--- src/design/histeq_pkg.sv ---
// ----------------------------------------------------------------------------
// histeq_pkg
// shared types and constants for the histogram equaliser
// ----------------------------------------------------------------------------
package histeq_pkg;

    localparam int BIN_W = 8;
    localparam int NUM_BINS = 256;
    localparam logic [7:0] MAP_MAX = 8'd255;

    typedef enum logic [6:0] {
        ST_CLEAR   = 7'b0000001,
        ST_IDLE    = 7'b0000010,
        ST_COUNT   = 7'b0000100,
        ST_WALK_RD = 7'b0001000,
        ST_WALK_AC = 7'b0010000,
        ST_DIV     = 7'b0100000,
        ST_WRITE   = 7'b1000000
    } state_t;

    typedef struct packed {
        logic clr_step;     // zero one bin, advance clear address
        logic clr_map;      // zero one map entry, reset sweep only
        logic clr_start;    // reset clear address and pixel total
        logic count;        // count the held pixel
        logic walk_start;   // reset walk address and cdf
        logic walk_rd;      // read histogram at walk address
        logic walk_acc;     // add read bin to cdf
        logic div_start;
        logic map_wr;       // write quotient into map, advance walk
        logic map_rd;       // read map for a map beat
    } histeq_cmd_t;

    typedef struct packed {
        logic clr_done;
        logic div_done;
        logic walk_done;
    } histeq_sts_t;

endpackage

--- src/design/histeq_clrmux.sv ---
// ----------------------------------------------------------------------------
// histeq_clrmux
// holds the beat's pixel and forces a clear step when in_clear is set outside a reset sweep
// ----------------------------------------------------------------------------
module histeq_clrmux
    import histeq_pkg::*;
(
    input  logic        aclk,
    input  logic        load,
    input  logic [7:0]  s_pixel,
    input  logic        in_clear,
    input  logic        rst_sweep,
    input  histeq_cmd_t cmd_in,
    output histeq_cmd_t cmd_out,
    output logic [7:0]  pixel
);
    logic [7:0] pix_reg;

    always_ff @(posedge aclk) begin
        if (load) begin
            pix_reg <= s_pixel;
        end
    end

    always_comb begin
        cmd_out = cmd_in;
        cmd_out.map_wr = cmd_in.map_wr;
        if (in_clear && !rst_sweep) begin
            cmd_out.clr_step = 1'b1;
        end
    end

    assign pixel = load ? s_pixel : pix_reg;
endmodule

--- config.mk ---
export PLATFORM = sky130hd
export DESIGN_NAME = histeq_clrmux
export DESIGN_NICKNAME = d
export VERILOG_FILES = /design/src/design/histeq_pkg.sv /design/src/design/histeq_clrmux.sv
export SDC_FILE = /design/constraint.sdc
export NUM_CORES = 1
export LEC_CHECK = 0
export BUFFER_PORTS_ARGS = -buffer_cell sky130_fd_sc_hd__buf_2
export CAP_MARGIN = 0
export CORE_AREA = 2 2 39 41
export CTS_BUF_LIST = sky130_fd_sc_hd__clkbuf_8
export DETAILED_ROUTE_END_ITERATION = 6
export DIE_AREA = 0 0 41 43
export PLACE_DENSITY = 0.7
export REMOVE_ABC_BUFFERS = 1
export SLEW_MARGIN = 10
export SYNTH_ARGS = -nofsm -noshare
export SYNTH_HDL_FRONTEND = slang
export SYNTH_SLANG_ARGS = --single-unit
--- constraint.sdc ---
create_clock -name aclk -period 0.8 [get_ports aclk]
set_clock_uncertainty 0.1 [all_clocks]
set_input_delay 0.08 -clock aclk [delete_from_list [all_inputs] [get_ports aclk]]
set_output_delay 0.08 -clock aclk [all_outputs]
set_load 0.01 [all_outputs]
### Word level (Yosys, flattened, before mapping)

Cells that the tools add are included.

| word-level totals | value |
|---|---|
| output and inout port bits | 18 |
| word-level logic and storage cells | 5 |
| register bits after elaboration | 8 |
| input bits | 22 |

| cells by class | value |
|---|---|
| multiplexer cells | 2 |
| reductions and logical operators | 2 |

Operators by type and width:

| kind | number |
|---|---|
| 8-bit 2-to-1 mux | 1 |
| 1-bit logical AND | 1 |
| 1-bit logical NOT | 1 |
| 1-bit 2-to-1 mux | 1 |

### Logic depth before layout (Yosys ltp)

| logic depth | value |
|---|---|
| word-level depth | 3 |
| mapped depth | 2 |
| depth with buffers taken out | 2 |

### Least setup slack after synthesis

No wires, ideal clock.

| path | value |
|---|---|
| kind | register to register |
| start | reg pix_reg[0] (netlist name) |
| end | reg pix_reg[0] |
| clock period less this slack | 0.781 ns |
| slack | 0.019 ns |
| stages on the path, launching flop included | 2 |
| arrival | 0.551 ns |
| buffers on the path | 0 |
| cells stage by stage | dfxtp_1 -> mux2_4 |

RTL lines:

| element | line | source |
|---|---|---|
| end signal, assigned | histeq_clrmux.sv:21 | `pix_reg <= s_pixel;` |
| end, declared | histeq_clrmux.sv:17 | `logic [7:0] pix_reg;` |

### Worst setup path in the final report

| path | value |
|---|---|
| start | reg pix_reg[2] |
| end | out pixel[2] |

| between the ends | value |
|---|---|
| longest elaborated chain between the ends | 1 |

Ends and longest elaborated chain:

| element | line | source |
|---|---|---|
| 8-bit 2-to-1 mux | n/a |  |
| end, declared | histeq_clrmux.sv:15 | `output logic [7:0] pixel` |

No other way between the ends.

==> flow_metrics.tcl <==
set metrics [dict create \
    routedWlPerCell_um 12.2 \
    p_total_mw 1.18 \
    r2r_cells 2 \
    drive_gt1_frac 0.767 \
    synth_area_um2 370 \
    synth-seq-area-share 0.432 \
    setup-violations-final 9 \
    crit_type "register to primary output" \
    vdd_drop_max_v 0.000979 \
    place_ws_ns -0.183 \
    overflow 0 \
    grt_pass1_wl_um 1060 \
    reg2reg_setup_slack_ns -0.08 \
    routed_wl_um 718 \
    pwr_density_cell_nw_per_um2 2280 \
    syn_inst 28 \
    fin_crit_sh 1.37 \
    layout_common_cells "buf_2 (13), buf_6 (9), mux2_4 (8), dfxtp_1 (8), clkbuf_8 (3)" \
    cp-start-kind "register" \
    arrival_ns 0.91 \
    synthDistinctLibCells 6 \
    clk_latency_ns 0.23 \
    synth_warnings 0 \
    fin_cells 59 \
    whs_ns -0.000581 \
    worstPathRequired_ns 0.62 \
    fin_ws_ns -0.293 \
    placed_area_um2 417 \
    fin_util 0.375 \
    start_util 0.268 \
    fmax_mhz 915 \
    holdPathStages 2 \
    cts_buffer_depth 2 \
    final_common_cell "buf_2" \
    r2r-end "pix_reg[6]$_DFF_P_" \
    worstHoldEndpoint "pix_reg[2]$_DFF_P_" \
    regToRegStartpoint "pix_reg[6]$_DFF_P_" \
    dieArea_um2 1760 \
    drcViolationCount 0 \
    grt_pass1_vias 266 \
    gp_congestion 0.553 \
    final_area_um2 519 \
    ys_seq_elements 8 \
    detail-route-antenna-nets 0 \
    cts_tree "yes" \
    dp_cells 55 \
    power.static_leakage_nw 0.271 \
    final_net_count 67 \
    row_count 14 \
    core_um2 1380 \
    cp_max_fo 2 \
    n_antenna_cell 0 \
    tightestPinTransition_ns 0.258 \
    area_growth_pct 40.2 \
    via_per_inst 4.32 \
    hold_viol_final 1 \
    status "complete, but fails checks" \
    finalSetupTns_ns -2.38 \
    synth.avg_cell_area_um2 13.2 \
    slew_headroom 0.828 \
    largest_reg_flops 8 \
    rsz0062_at_grt "true" \
    track_usage 0.0998 \
    cap_violations 0 \
    firstDrtPassIters 2 \
    finalCriticalPeriod_ns 1.09 \
    die_w_um 41 \
    drv_slew 0 \
    via_count 255 \
    cts.sinks 8 \
    violations "hold timing, setup timing" \
    holdCritPathClass "primary input to register" \
    die_y_um 43 \
    drt_iter0_drc 1 \
    ctsHtreeMaxLevel 1 \
    hold_path.startpoint "s_pixel[2]" \
    cts_root_buffer "clkbuf_8" \
    ioPinCount 40 \
    antenna_found_initial 0 \
    clk_pin_slew_ns 0.04 \
    port_buffers 21 \
    cts_buffers 3 \
    cp-end-kind "primary output" \
    grt_max_degree 9 \
]
[power breakdown]
group	internal (mW)	total [mW]	switching (mW)
clock	0.325	0.476	0.151
sequential	0.443	0.453	0.0103
combinational	0.167	0.254	0.0865
total	0.936	1.18	0.248
[worst max path at each step]
stage	start	end	slack, ns
global route	pix_reg[3]$_DFF_P_	pixel[3]	-0.33
floorplan	pix_reg[0]$_DFF_P_	pix_reg[0]$_DFF_P_	0.02
CTS	pix_reg[3]$_DFF_P_	pixel[3]	-0.30
finish	pix_reg[2]$_DFF_P_	pixel[2]	-0.29
global placement	load	pixel[0]	-0.18
detailed placement	load	pixel[6]	-0.18
[cell usage after synthesis]
cell,number,area share
buf_6,1,0.030
buf_4,9,0.18
inv_1,1,0.010
dfxtp_1,8,0.43
mux2_4,8,0.32
a21o_1,1,0.020
[kinds of logic (layout without fill, tap and decap cells)]
logic type | Yosys count | count (layout) | synth area share
muxes | 8 | 8 | 0.324
DFF | 8 | 8 | 0.432
AOI/OAI and AO/OA | 1 | 1 | 0.0203
buffers and inverters | 11 | 26 | 0.223
[area by class of cell]
class	count	area, µm²
fill	130	865
timing repair buffer	22	166
sequential	8	160
multi-input combinational	9	128
clock buffer	3	41.3
tap	16	20.0
inverter	1	3.75
[worst max-delay path, stage by stage (launching register included)]
cell     delay (ns)
dfxtp_1        0.29
mux2_4         0.27
buf_6          0.12
[layer usage]
| metal | GRT usage | wire [µm] | vias to the layer above |
|---|---|---|---|
| li1 | - | - | 112 |
| met1 | 0.0814 | 269 | 101 |
| met2 | 0.109 | 254 | 39 |
| met3 | 0.157 | 185 | 3 |
| met4 | 0.0600 | 9 | 0 |
| met5 | 0 | 0 | - |
[repair_timing]
| item | CTS | global route |
|---|---|---|
| buffers inserted | 1 | 1 |
| hold endpoints to repair | 6 | 5 |
| gates resized for setup | 9 | 1 |
| endpoints found under the setup margin | 8 | 10 |
(Power assumes the default switching activity.)
