File: src/design/histeq_pkg.sv
// ----------------------------------------------------------------------------
// histeq_pkg
// shared types and constants for the histogram equaliser
// ----------------------------------------------------------------------------
package histeq_pkg;

    localparam int BIN_W = 8;
    localparam int NUM_BINS = 256;
    localparam logic [7:0] MAP_MAX = 8'd255;

    typedef enum logic [6:0] {
        ST_CLEAR   = 7'b0000001,
        ST_IDLE    = 7'b0000010,
        ST_COUNT   = 7'b0000100,
        ST_WALK_RD = 7'b0001000,
        ST_WALK_AC = 7'b0010000,
        ST_DIV     = 7'b0100000,
        ST_WRITE   = 7'b1000000
    } state_t;

    typedef struct packed {
        logic clr_step;     // zero one bin, advance clear address
        logic clr_map;      // zero one map entry, reset sweep only
        logic clr_start;    // reset clear address and pixel total
        logic count;        // count the held pixel
        logic walk_start;   // reset walk address and cdf
        logic walk_rd;      // read histogram at walk address
        logic walk_acc;     // add read bin to cdf
        logic div_start;
        logic map_wr;       // write quotient into map, advance walk
        logic map_rd;       // read map for a map beat
    } histeq_cmd_t;

    typedef struct packed {
        logic clr_done;
        logic div_done;
        logic walk_done;
    } histeq_sts_t;

endpackage

File: src/design/histeq_ctrl.sv
// ----------------------------------------------------------------------------
// histeq_ctrl
// sequencer for clear sweep, counting, map build and map reads
// ----------------------------------------------------------------------------
module histeq_ctrl
    import histeq_pkg::*;
(
    input  logic        aclk,
    input  logic        aresetn,
    input  logic        s_valid,
    output logic        s_ready,
    input  logic        s_req_type,
    input  logic        s_first,
    input  logic        s_last,
    output logic        m_valid,
    input  logic        m_ready,
    output histeq_cmd_t cmd,
    output logic        clr_hist,
    input  histeq_sts_t sts
);
    state_t state_reg, state_next;
    logic   last_reg, last_next;
    logic   count_reg, count_next;
    logic   mv_reg, mv_next;
    logic   acc;

    // set only for the sweep after reset, the one that also zeroes the map
    logic   rst_sweep_reg, rst_sweep_next;

    assign s_ready = (state_reg == ST_IDLE) && (!mv_reg || m_ready);
    assign acc     = s_valid && s_ready;
    assign m_valid = mv_reg;
    assign clr_hist = 1'b0;

    always_comb begin
        state_next     = state_reg;
        last_next      = last_reg;
        count_next     = count_reg;
        mv_next        = mv_reg;
        rst_sweep_next = rst_sweep_reg;
        cmd            = '0;
        if (mv_reg && m_ready) begin
            mv_next = 1'b0;
        end
        case (state_reg)
            ST_CLEAR: begin
                // reset sweeps map and histogram; first sweeps histogram only
                cmd.clr_step = 1'b1;
                cmd.clr_map  = rst_sweep_reg;
                if (sts.clr_done) begin
                    state_next     = count_reg ? ST_COUNT : ST_IDLE;
                    rst_sweep_next = 1'b0;
                end
            end
            ST_IDLE: begin
                if (acc) begin
                    last_next = s_last;
                    if (s_req_type) begin
                        cmd.map_rd = 1'b1;
                        mv_next    = 1'b1;
                    end else if (s_first) begin
                        cmd.clr_start  = 1'b1;
                        count_next     = 1'b1;
                        state_next     = ST_CLEAR;
                    end else begin
                        state_next = ST_COUNT;
                    end
                end
            end
            ST_COUNT: begin
                cmd.count  = 1'b1;
                count_next = 1'b0;
                if (last_reg) begin
                    cmd.walk_start = 1'b1;
                    state_next     = ST_WALK_RD;
                end else begin
                    state_next = ST_IDLE;
                end
            end
            ST_WALK_RD: begin
                cmd.walk_rd = 1'b1;
                state_next  = ST_WALK_AC;
            end
            ST_WALK_AC: begin
                cmd.walk_acc = 1'b1;
                state_next   = ST_DIV;
            end
            ST_DIV: begin
                if (!count_reg) begin
                    cmd.div_start = 1'b1;
                    count_next    = 1'b1;
                end else if (sts.div_done) begin
                    count_next = 1'b0;
                    state_next = ST_WRITE;
                end
            end
            ST_WRITE: begin
                cmd.map_wr = 1'b1;
                state_next = sts.walk_done ? ST_IDLE : ST_WALK_RD;
            end
            default: begin
                state_next = ST_IDLE;
            end
        endcase
    end

    always_ff @(posedge aclk) begin
        if (!aresetn) begin
            state_reg     <= ST_CLEAR;
            last_reg      <= 1'b0;
            count_reg     <= 1'b0;
            mv_reg        <= 1'b0;
            rst_sweep_reg <= 1'b1;
        end else begin
            state_reg     <= state_next;
            last_reg      <= last_next;
            count_reg     <= count_next;
            mv_reg        <= mv_next;
            rst_sweep_reg <= rst_sweep_next;
        end
    end
endmodule

File: config.mk
export PLATFORM = sky130hd
export DESIGN_NAME = histeq_ctrl
export DESIGN_NICKNAME = d
export VERILOG_FILES = /design/src/design/histeq_pkg.sv /design/src/design/histeq_ctrl.sv
export SDC_FILE = /design/constraint.sdc
export NUM_CORES = 1
export LEC_CHECK = 0
export BUFFER_PORTS_ARGS = -buffer_cell sky130_fd_sc_hd__clkbuf_2
export CAP_MARGIN = 30
export CORE_UTILIZATION = 43
export CTS_CLUSTER_DIAMETER = 80
export CTS_CLUSTER_SIZE = 14
export DETAILED_ROUTE_END_ITERATION = 12
export GPL_TIMING_DRIVEN = 1
export PLACE_DENSITY = 0.78
export SYNTH_ARGS = -nofsm -noshare
export SYNTH_HDL_FRONTEND = slang
export SYNTH_SLANG_ARGS = --single-unit
File: constraint.sdc
create_clock -name aclk -period 1.3 [get_ports aclk]
set_input_delay 0.26 -clock aclk [delete_from_list [all_inputs] [get_ports aclk]]
set_output_delay 0.26 -clock aclk [all_outputs]
set_load 0.03 [all_outputs]
==> metrics.md, run 1 <==
| Metric | Value |
|---|---|
| Number of distinct library cells after synthesis | `38` |
| Mean Syn Cell Area | `8.170 um^2` |
| Kind of the worst endpoint | `primary output` |
| CTS Buf Count | `3` |
| Initial Utilization | `49.05%` |
| Synth top area cells | `dfxtp_1 32%, nand2_1 4.4%, nor2_1 4.4%` |
| Inst Count DP | `141` |
| Die Wd | `41.71 um` |
| Register area share after synthesis | `32.47%` |
| Fail Step | `global routing` |
| CTS max path bufs | `2` |
| H-tree Lvls | `1` |
| CTS root buffer | `clkbuf_4` |
| Yosys top cell by area | `dfxtp_1` |
| GP Congestion | `0.8146` |
| Post-placement setup slack | `-212.9 ps` |
| Async SR Flop Fraction | `0%` |
| Maximum number of pins on one net before global-route repair | `9` |
| Post-synth EDFFs | `0` |
| Mapped Cells | `83` |
| Syn. warnings | `0` |
| Grt repair worst endpoint | `cmd[5]` |
| Clock tree sinks | `11` |
| Post-Syn Area | `678.2 um^2` |
| Die height | `41.71 um` |
| Ports | `23` |
| Rows | `13` |
| Halt Reason | `[ERROR DPL-0038] Utilization greater than 100%, impossible to legalize` |
| FF+latch count, synth | `11` |
| Most used DFF post-synth | `dfxtp_1` |
| Syn_nets | `93` |
| Yosys top cell area share | `32.47%` |
| PortBufs | `21` |
| Status | `did not finish` |
| Final HPWL DP | `1568 um` |
[kinds of logic after synthesis]
logic type,count (synthesis),share of synthesized area [%]
other,1,0.5530
multiplexers,1,1.476
AND/OR/NAND/NOR,41,37.82
XOR/XNOR,1,1.292
AO/OA/AOI/OAI,21,21.96
buffers and inverters,7,4.428
flip-flops,11,32.47
[synthesized netlist by cell type, types with 2 or more instances]
library cell	number
a21oi_1	5
a31oi_1	2
dfxtp_1	11
inv_1	6
nand2_1	8
nand2b_1	3
nand3b_1	2
nor2_1	8
nor2b_1	3
nor3b_1	3
o21ai_0	4
o311ai_0	2
[through the flow]
| stage | area, um^2 | hold slack (ps) |
|---|---|---|
| after floorplan | 757.0 | 351.3 |
| after global placement | 1046 | 437.7 |
| after detailed placement | 1046 | 472.2 |
| after CTS | 1292 | 248.0 |
[what timing repair did]
| item | in CTS |
|---|---|
| hold endpoints to repair | 0 |
| hold buffers | 0 |
| setup buffers | 13 |
| pin swaps | 13 |
| resized for setup | 36 |
| endpoints found under the setup margin | 20 |
| cloned | 0 |
==> run 2, diff against run 1 <==
--- a/config.mk
+++ b/config.mk
@@ -7,12 +7,11 @@
 export LEC_CHECK = 0
 export BUFFER_PORTS_ARGS = -buffer_cell sky130_fd_sc_hd__clkbuf_2
 export CAP_MARGIN = 30
-export CORE_UTILIZATION = 43
-export CTS_CLUSTER_DIAMETER = 80
-export CTS_CLUSTER_SIZE = 14
+export CORE_AREA = 2 2 63 65
 export DETAILED_ROUTE_END_ITERATION = 12
+export DIE_AREA = 0 0 65 67
 export GPL_TIMING_DRIVEN = 1
-export PLACE_DENSITY = 0.78
+export PLACE_DENSITY_LB_ADDON = 0.15
 export SYNTH_ARGS = -nofsm -noshare
 export SYNTH_HDL_FRONTEND = slang
 export SYNTH_SLANG_ARGS = --single-unit
==> constraint.sdc (replaced) <==
create_clock -name aclk -period 1.69 [get_ports aclk]
set_input_delay 0.338 -clock aclk [delete_from_list [all_inputs] [get_ports aclk]]
set_output_delay 0.338 -clock aclk [all_outputs]
set_load 0.03 [all_outputs]
==> run 2 against run 1 <==
Synthesized area stayed put. Synthesized cell count unchanged. The flow now finishes, with violations (negative setup slack).
==> metrics.md, run 2 <==
| Metric | Value |
|---|---|
| Async SR Flop Fraction | `0%` |
| Yosys top cell by area | `dfxtp_1` |
| CTS root buffer | `clkbuf_8` |
| Most frequent cell after synthesis | `dfxtp_1` |
| Synth top area cells | `dfxtp_1 32%, nand2_1 4.4%, nor2_1 4.4%` |
| Syn_nets | `93` |
| Worst skew pair latency | `240 ps` |
| Share of layout cells above drive strength 1 | `60.15%` |
| Remaining global-route overflow | `0` |
| Ports | `23` |
| CTS max path bufs | `2` |
| Via-to-Cell Ratio | `4.282` |
| Vias after detailed routing | `775` |
| Reg clk slew, reported paths | `50 ps` |
| Final setup skew | `1.824 ps` |
| Final WL | `2272 um` |
| FF+latch count, synth | `11` |
| GP Congestion | `0.7250` |
| Final worst-path cycle share | `103.2%` |
| Final Core Density | `35.36%` |
| Worst-path maximum fanout | `5` |
| Wire per inst | `12.55 um` |
| Post-synth EDFFs | `0` |
| Clock tree sinks | `11` |
| Post-DP Area | `938.4 um^2` |
| Post-Syn Area | `678.2 um^2` |
| Total of max-cap violations | `0` |
| Total GRT Usage | `10.92%` |
| Final HPWL DP | `1659 um` |
| Syn. warnings | `0` |
| CTS tree | `built` |
| Slew Viols, Final | `0` |
| Post-route cell area | `1275 um^2` |
| Most frequent cells in the layout | `24 x buf_4, 10 x clkbuf_2, 8 x clkbuf_8` |
| Die Wd | `65 um` |
| First-iteration detailed-routing DRC count | `19` |
| Leakage | `0.5641 nW` |
| Worst EP required | `1350 ps` |
| Maximum VDD drop | `0.2666 mV` |
| Die height | `67 um` |
| Fin nets | `144` |
| Worst r2r path cells | `9` |
| P&R area growth vs syn | `88.01%` |
| Final setup vio count | `8` |
| Rows | `22` |
| Failing checks | `negative setup slack` |
| Yosys top cell area share | `32.47%` |
| Worst R2R End | `last_reg` |
| H-tree Lvls | `1` |
| Most used DFF post-synth | `dfxtp_1` |
| Register area share after synthesis | `32.47%` |
| Final ANT Viol Nets | `0` |
| Initial Utilization | `18.81%` |
| Top post-synthesis cells by count | `11 x dfxtp_1, 8 x nand2_1, 8 x nor2_1, 6 x inv_1, 5 x a21oi_1` |
| Vias in the first global route | `741` |
| R2r startpoint | `state_reg[1]` |
| Min-Delay Endpoint | `state_reg[6]` |
| CTS Buf Count | `3` |
| Initial antenna violation count | `0` |
| Fillers | `393` |
| Max FFs per register | `7` |
| Commonest non-fill, non-tap cell in the layout | `buf_4` |
| Mapped Cells | `83` |
| Hold Path Depth | `3` |
| Hold_ws | `362.1 ps` |
| Mean Syn Cell Area | `8.170 um^2` |
| Power density over the cells | `638.7 nW/um^2` |
| Delay of the slowest critical-path stage | `330 ps` |
| R2r setup slk | `110 ps` |
| Crit-path slowest cell | `dfxtp_2` |
| Number of distinct library cells after synthesis | `38` |
| CP Capture Type | `primary output` |
| Final hold vios | `0` |
| Maximum number of pins on one net before global-route repair | `10` |
| Pre-antenna DRT Iters | `4` |
| Fmax | `0.5736 GHz` |
| CP Launch Type | `flop` |
| RSZ-0062 raised after global routing | `true` |
| Die area | `4355 um^2` |
| Crit path cell chain | `buf_4 > nand3b_1 > nor3b_2 > clkbuf_8` |
| DR DRC count | `0` |
| Core area | `3606 um^2` |
| Final WS setup | `-53.30 ps` |
| Critical path class | `reg -> out` |
| CP arrival | `1410 ps` |
| Critical hold path startpoint | `sts[1]` |
| PortBufs | `21` |
| Inserted Diodes | `0` |
| Hold Path Class | `in -> reg` |
| Global-route wire length before repair | `3505 um` |
| Status | `complete, but fails checks` |
| Tmin final | `1743 ps` |
-- run 2: how the worst max path moves through the flow --
stage | from | endpoint | slack (ps) | cells after the start
5_1_grt | state_reg[3] | cmd[1] | -140 | 4
6_report | state_reg[3] | cmd[1] | -50 | 4
3_3_place_gp | state_reg[3] | cmd[7] | 60 | 6
3_5_place_dp | state_reg[3] | cmd[7] | 30 | 6
4_1_cts | state_reg[4] | cmd[2] | -70 | 6
2_1_floorplan | state_reg[6] | cmd[8] | -80 | 4
-- run 2: layer usage --
layer	vias to the layer above	part of all wire (%)	track usage, %	routed length (um)
met5	-	0	0	0
met4	0	1.8	6.383	41
met3	4	4.6	1.858	104
met2	19	49	17.14	1110
met1	357	45	14.01	1015
li1	395	-	-	-
-- run 2: report_power, final --
part / switching (mW) / internal, mW
sequential: 0.0156 / 0.273
combinational: 0.123 / 0.126
clock: 0.110 / 0.167
-- run 2: logic make-up after synthesis --
group	synth area share [%]
XOR/XNOR	1.292
AO/OA/AOI/OAI	21.96
buffers and inverters	4.428
flip-flops	32.47
AND/OR/NAND/NOR	37.82
other	0.5530
multiplexers	1.476
-- run 2: cell type report --
type | instances | area (um^2) | share of cell area (%)
Clock buffer | 4 | 45.04 | 3.533
Inverter | 6 | 22.52 | 1.766
Multi-Input combinational cell | 65 | 523.0 | 41.02
Sequential cell | 11 | 226.5 | 17.76
Tap cell | 48 | 60.06 | 4.711
Timing Repair Buffer | 47 | 397.9 | 31.21
-- run 2: critical path, delay by kind of cell, from the launching register on --
family,cells,cell delay [ps]
buf+inv,2,350
flops,1,330
simple gates,2,480
-- run 2: through the flow --
| step | std cells | setup TNS, ps | worst slack, ps | power [mW] |
|---|---|---|---|---|
| finish | 181 | -223.4 | -53.30 | 0.8143 |
| global route | 181 | -821.3 | -141.1 | 0.8531 |
| CTS | 176 | -433.5 | -65.31 | 0.8005 |
| detailed placement | 163 | 0 | 27.10 | 0.4752 |
| global placement | 163 | 0 | 58.04 | 0.4753 |
| floorplan | 83 | -84.38 | -84.38 | 0.4030 |
-- run 2: timing repair --
| action | in CTS | in global routing |
|---|---|---|
| resized for setup | 40 | 16 |
| setup buffers | 9 | 6 |
| pin swaps | 9 | 8 |
| setup endpoints to repair | 11 | 12 |
| hold buffers | 0 | 0 |
Power figures use the tool's default switching activity.
==> run 3, diff against run 2 <==
--- a/config.mk
+++ b/config.mk
@@ -7,11 +7,13 @@
 export LEC_CHECK = 0
 export BUFFER_PORTS_ARGS = -buffer_cell sky130_fd_sc_hd__clkbuf_2
 export CAP_MARGIN = 30
+export CELL_PAD_IN_SITES_DETAIL_PLACEMENT = 0
+export CELL_PAD_IN_SITES_GLOBAL_PLACEMENT = 1
 export CORE_AREA = 2 2 63 65
 export DETAILED_ROUTE_END_ITERATION = 12
 export DIE_AREA = 0 0 65 67
 export GPL_TIMING_DRIVEN = 1
-export PLACE_DENSITY_LB_ADDON = 0.15
+export PLACE_DENSITY_LB_ADDON = 0.1
 export SYNTH_ARGS = -nofsm -noshare
 export SYNTH_HDL_FRONTEND = slang
 export SYNTH_SLANG_ARGS = --single-unit
==> run 3 against run 2 <==
The run still ends with negative setup slack left. Non-clock buffer count rose by 2. Worst hold slack got worse by 13 ps. Fmax fell by 2.3%. Sequential share of layout area increased by 0.20 points. Setup slack worse by 41 ps. Design area unchanged. Routed wire length grew 0.26%.
==> metrics.md, run 3 (synthesis gave the netlist of run 2 again) <==
| Metric | Value |
|---|---|
| Final WS setup | `-93.89 ps` |
| Share of layout cells above drive strength 1 | `60.74%` |
| Maximum VDD drop | `0.3123 mV` |
| Register area | `229.0 um^2` |
| Power density over the cells | `636.1 nW/um^2` |
| Status | `complete, but fails checks` |
| First-iteration detailed-routing DRC count | `17` |
| Initial Utilization | `18.81%` |
| CTS Buf Count | `3` |
| Sum of routed wire segments on met1 | `990 um` |
| RSZ-0062 raised after global routing | `true` |
| Final HPWL DP | `1680 um` |
| Most frequent cells in the layout | `27 x buf_4, 11 x clkbuf_2, 7 x nand2_1` |
| Worst EP required | `1350 ps` |
| Core area | `3606 um^2` |
| Global-route wire length before repair | `3684 um` |
| Total of max-cap violations | `0` |
| Remaining global-route overflow | `0` |
| Vias in the first global route | `764` |
| Final WL | `2278 um` |
| Multi-input gate area | `524.3 um^2` |
| Worst r2r path cells | `7` |
| Pre-antenna DRT Iters | `4` |
| P&R area growth vs syn | `88.01%` |
| Worst setup path endpoint | `cmd[7]` |
| Final setup skew | `4.760 ps` |
| Hold Path Class | `in -> reg` |
| Vias after detailed routing | `780` |
| Crit-path slowest cell | `dfxtp_2` |
| Leakage | `0.5636 nW` |
| GP Congestion | `0.7000` |
| Fin nets | `146` |
| Reg clk slew, reported paths | `50 ps` |
| Most used cell along the critical path | `nor3_4` |
| Final ANT Viol Nets | `0` |
| Crit path cell chain | `nor3_4 > nand2_4 > nor3_4 > nand3_2 > inv_2 > buf_8` |
| Delay of the slowest critical-path stage | `330 ps` |
| Inserted Diodes | `0` |
| CTS tree | `built` |
| Die height | `67 um` |
| Critical path class | `reg -> out` |
| Die Wd | `65 um` |
| CP Capture Type | `primary output` |
| Via-to-Cell Ratio | `4.262` |
| Failing checks | `negative setup slack` |
| Fmax | `0.5606 GHz` |
| Maximum number of pins on one net before global-route repair | `10` |
| Tmin final | `1784 ps` |
| Die area | `4355 um^2` |
| Rows | `22` |
| Final worst-path cycle share | `105.6%` |
| Commonest non-fill, non-tap cell in the layout | `buf_4` |
| Worst R2R End | `state_reg[6]` |
| PortBufs | `21` |
| Initial antenna violation count | `0` |
| Wire length on met2 | `1170 um` |
| Worst skew pair latency | `240 ps` |
| Fillers | `400` |
| Hold_ws | `349.5 ps` |
| Total GRT Usage | `11.31%` |
| R2r setup slk | `140 ps` |
| Top sig layer | `met4` |
| Post-CTS Hold Buffers | `0` |
| CP arrival | `1450 ps` |
| CTS root buffer | `clkbuf_8` |
| Ports | `23` |
| CP Launch Type | `flop` |
| Clock tree sinks | `11` |
| Worst setup path startpoint | `state_reg[3]` |
| Max FFs per register | `7` |
| Final Core Density | `35.36%` |
| R2r startpoint | `state_reg[0]` |
| Wire per inst | `12.45 um` |
| Worst-path maximum fanout | `4` |
| Routed wl met3 | `70 um` |
| DR DRC count | `0` |
| CTS max path bufs | `2` |
| Final setup vio count | `6` |
| Slew Viols, Final | `0` |
| H-tree Lvls | `1` |
| Final hold vios | `0` |
run 3: worst min-delay path by stage:
stage                             start             to  cells past startpoint
final                            s_last       last_reg                      3
after global routing             s_last       last_reg                      3
after CTS                        s_last       last_reg                      3
after detailed placement  rst_sweep_reg  rst_sweep_reg                      1
after global placement    rst_sweep_reg  rst_sweep_reg                      1
after floorplan           rst_sweep_reg  rst_sweep_reg                      1
run 3: power breakdown:
group          internal [mW]  total, mW  switching (mW)
registers              0.272      0.288          0.0156
clock network          0.166      0.275           0.108
logic                  0.126      0.248           0.122
total                  0.565      0.811           0.246
run 3: area by class of cell:
class	instances	share of cell area, %
Timing Repair Buffer	49	30.91
Sequential cell	11	17.96
Multi-Input combinational cell	65	41.12
Inverter	6	1.766
Clock buffer	4	3.533
Tap cell	48	4.711
run 3: metal layers:
metal  global-route usage (%)  vias up
met5                        0        -
met2                    19.72       17
met4                    5.585        0
met1                    13.88      364
met3                    1.014        4
li1                         -      395
run 3: what timing repair did:
| item | 4_1_cts | 5_1_grt |
|---|---|---|
| pin swaps | 9 | 12 |
| gates resized for setup | 38 | 15 |
| endpoints found under the setup margin | 11 | 10 |
| setup buffers | 7 | 7 |
run 3: per-stage QoR:
stage | std cells | power, mW | worst slack [ps] | setup TNS, ps | instance area, um^2
2_1_floorplan | 83 | 0.4030 | -84.38 | -84.38 | 690.7
3_3_place_gp | 165 | 0.4710 | 24.11 | 0 | 953.4
3_5_place_dp | 165 | 0.4690 | 12.88 | 0 | 953.4
4_1_cts | 176 | 0.7887 | -115.5 | -699.2 | 1184
5_1_grt | 183 | 0.8524 | -163.6 | -1027 | 1275
6_report | 183 | 0.8110 | -93.89 | -440.9 | 1275
run 3: critical path, delay by kind of cell (launching register included):
kind | cells | cell delay, ps
buf+inv | 2 | 190
simple gates | 4 | 690
flops | 1 | 330
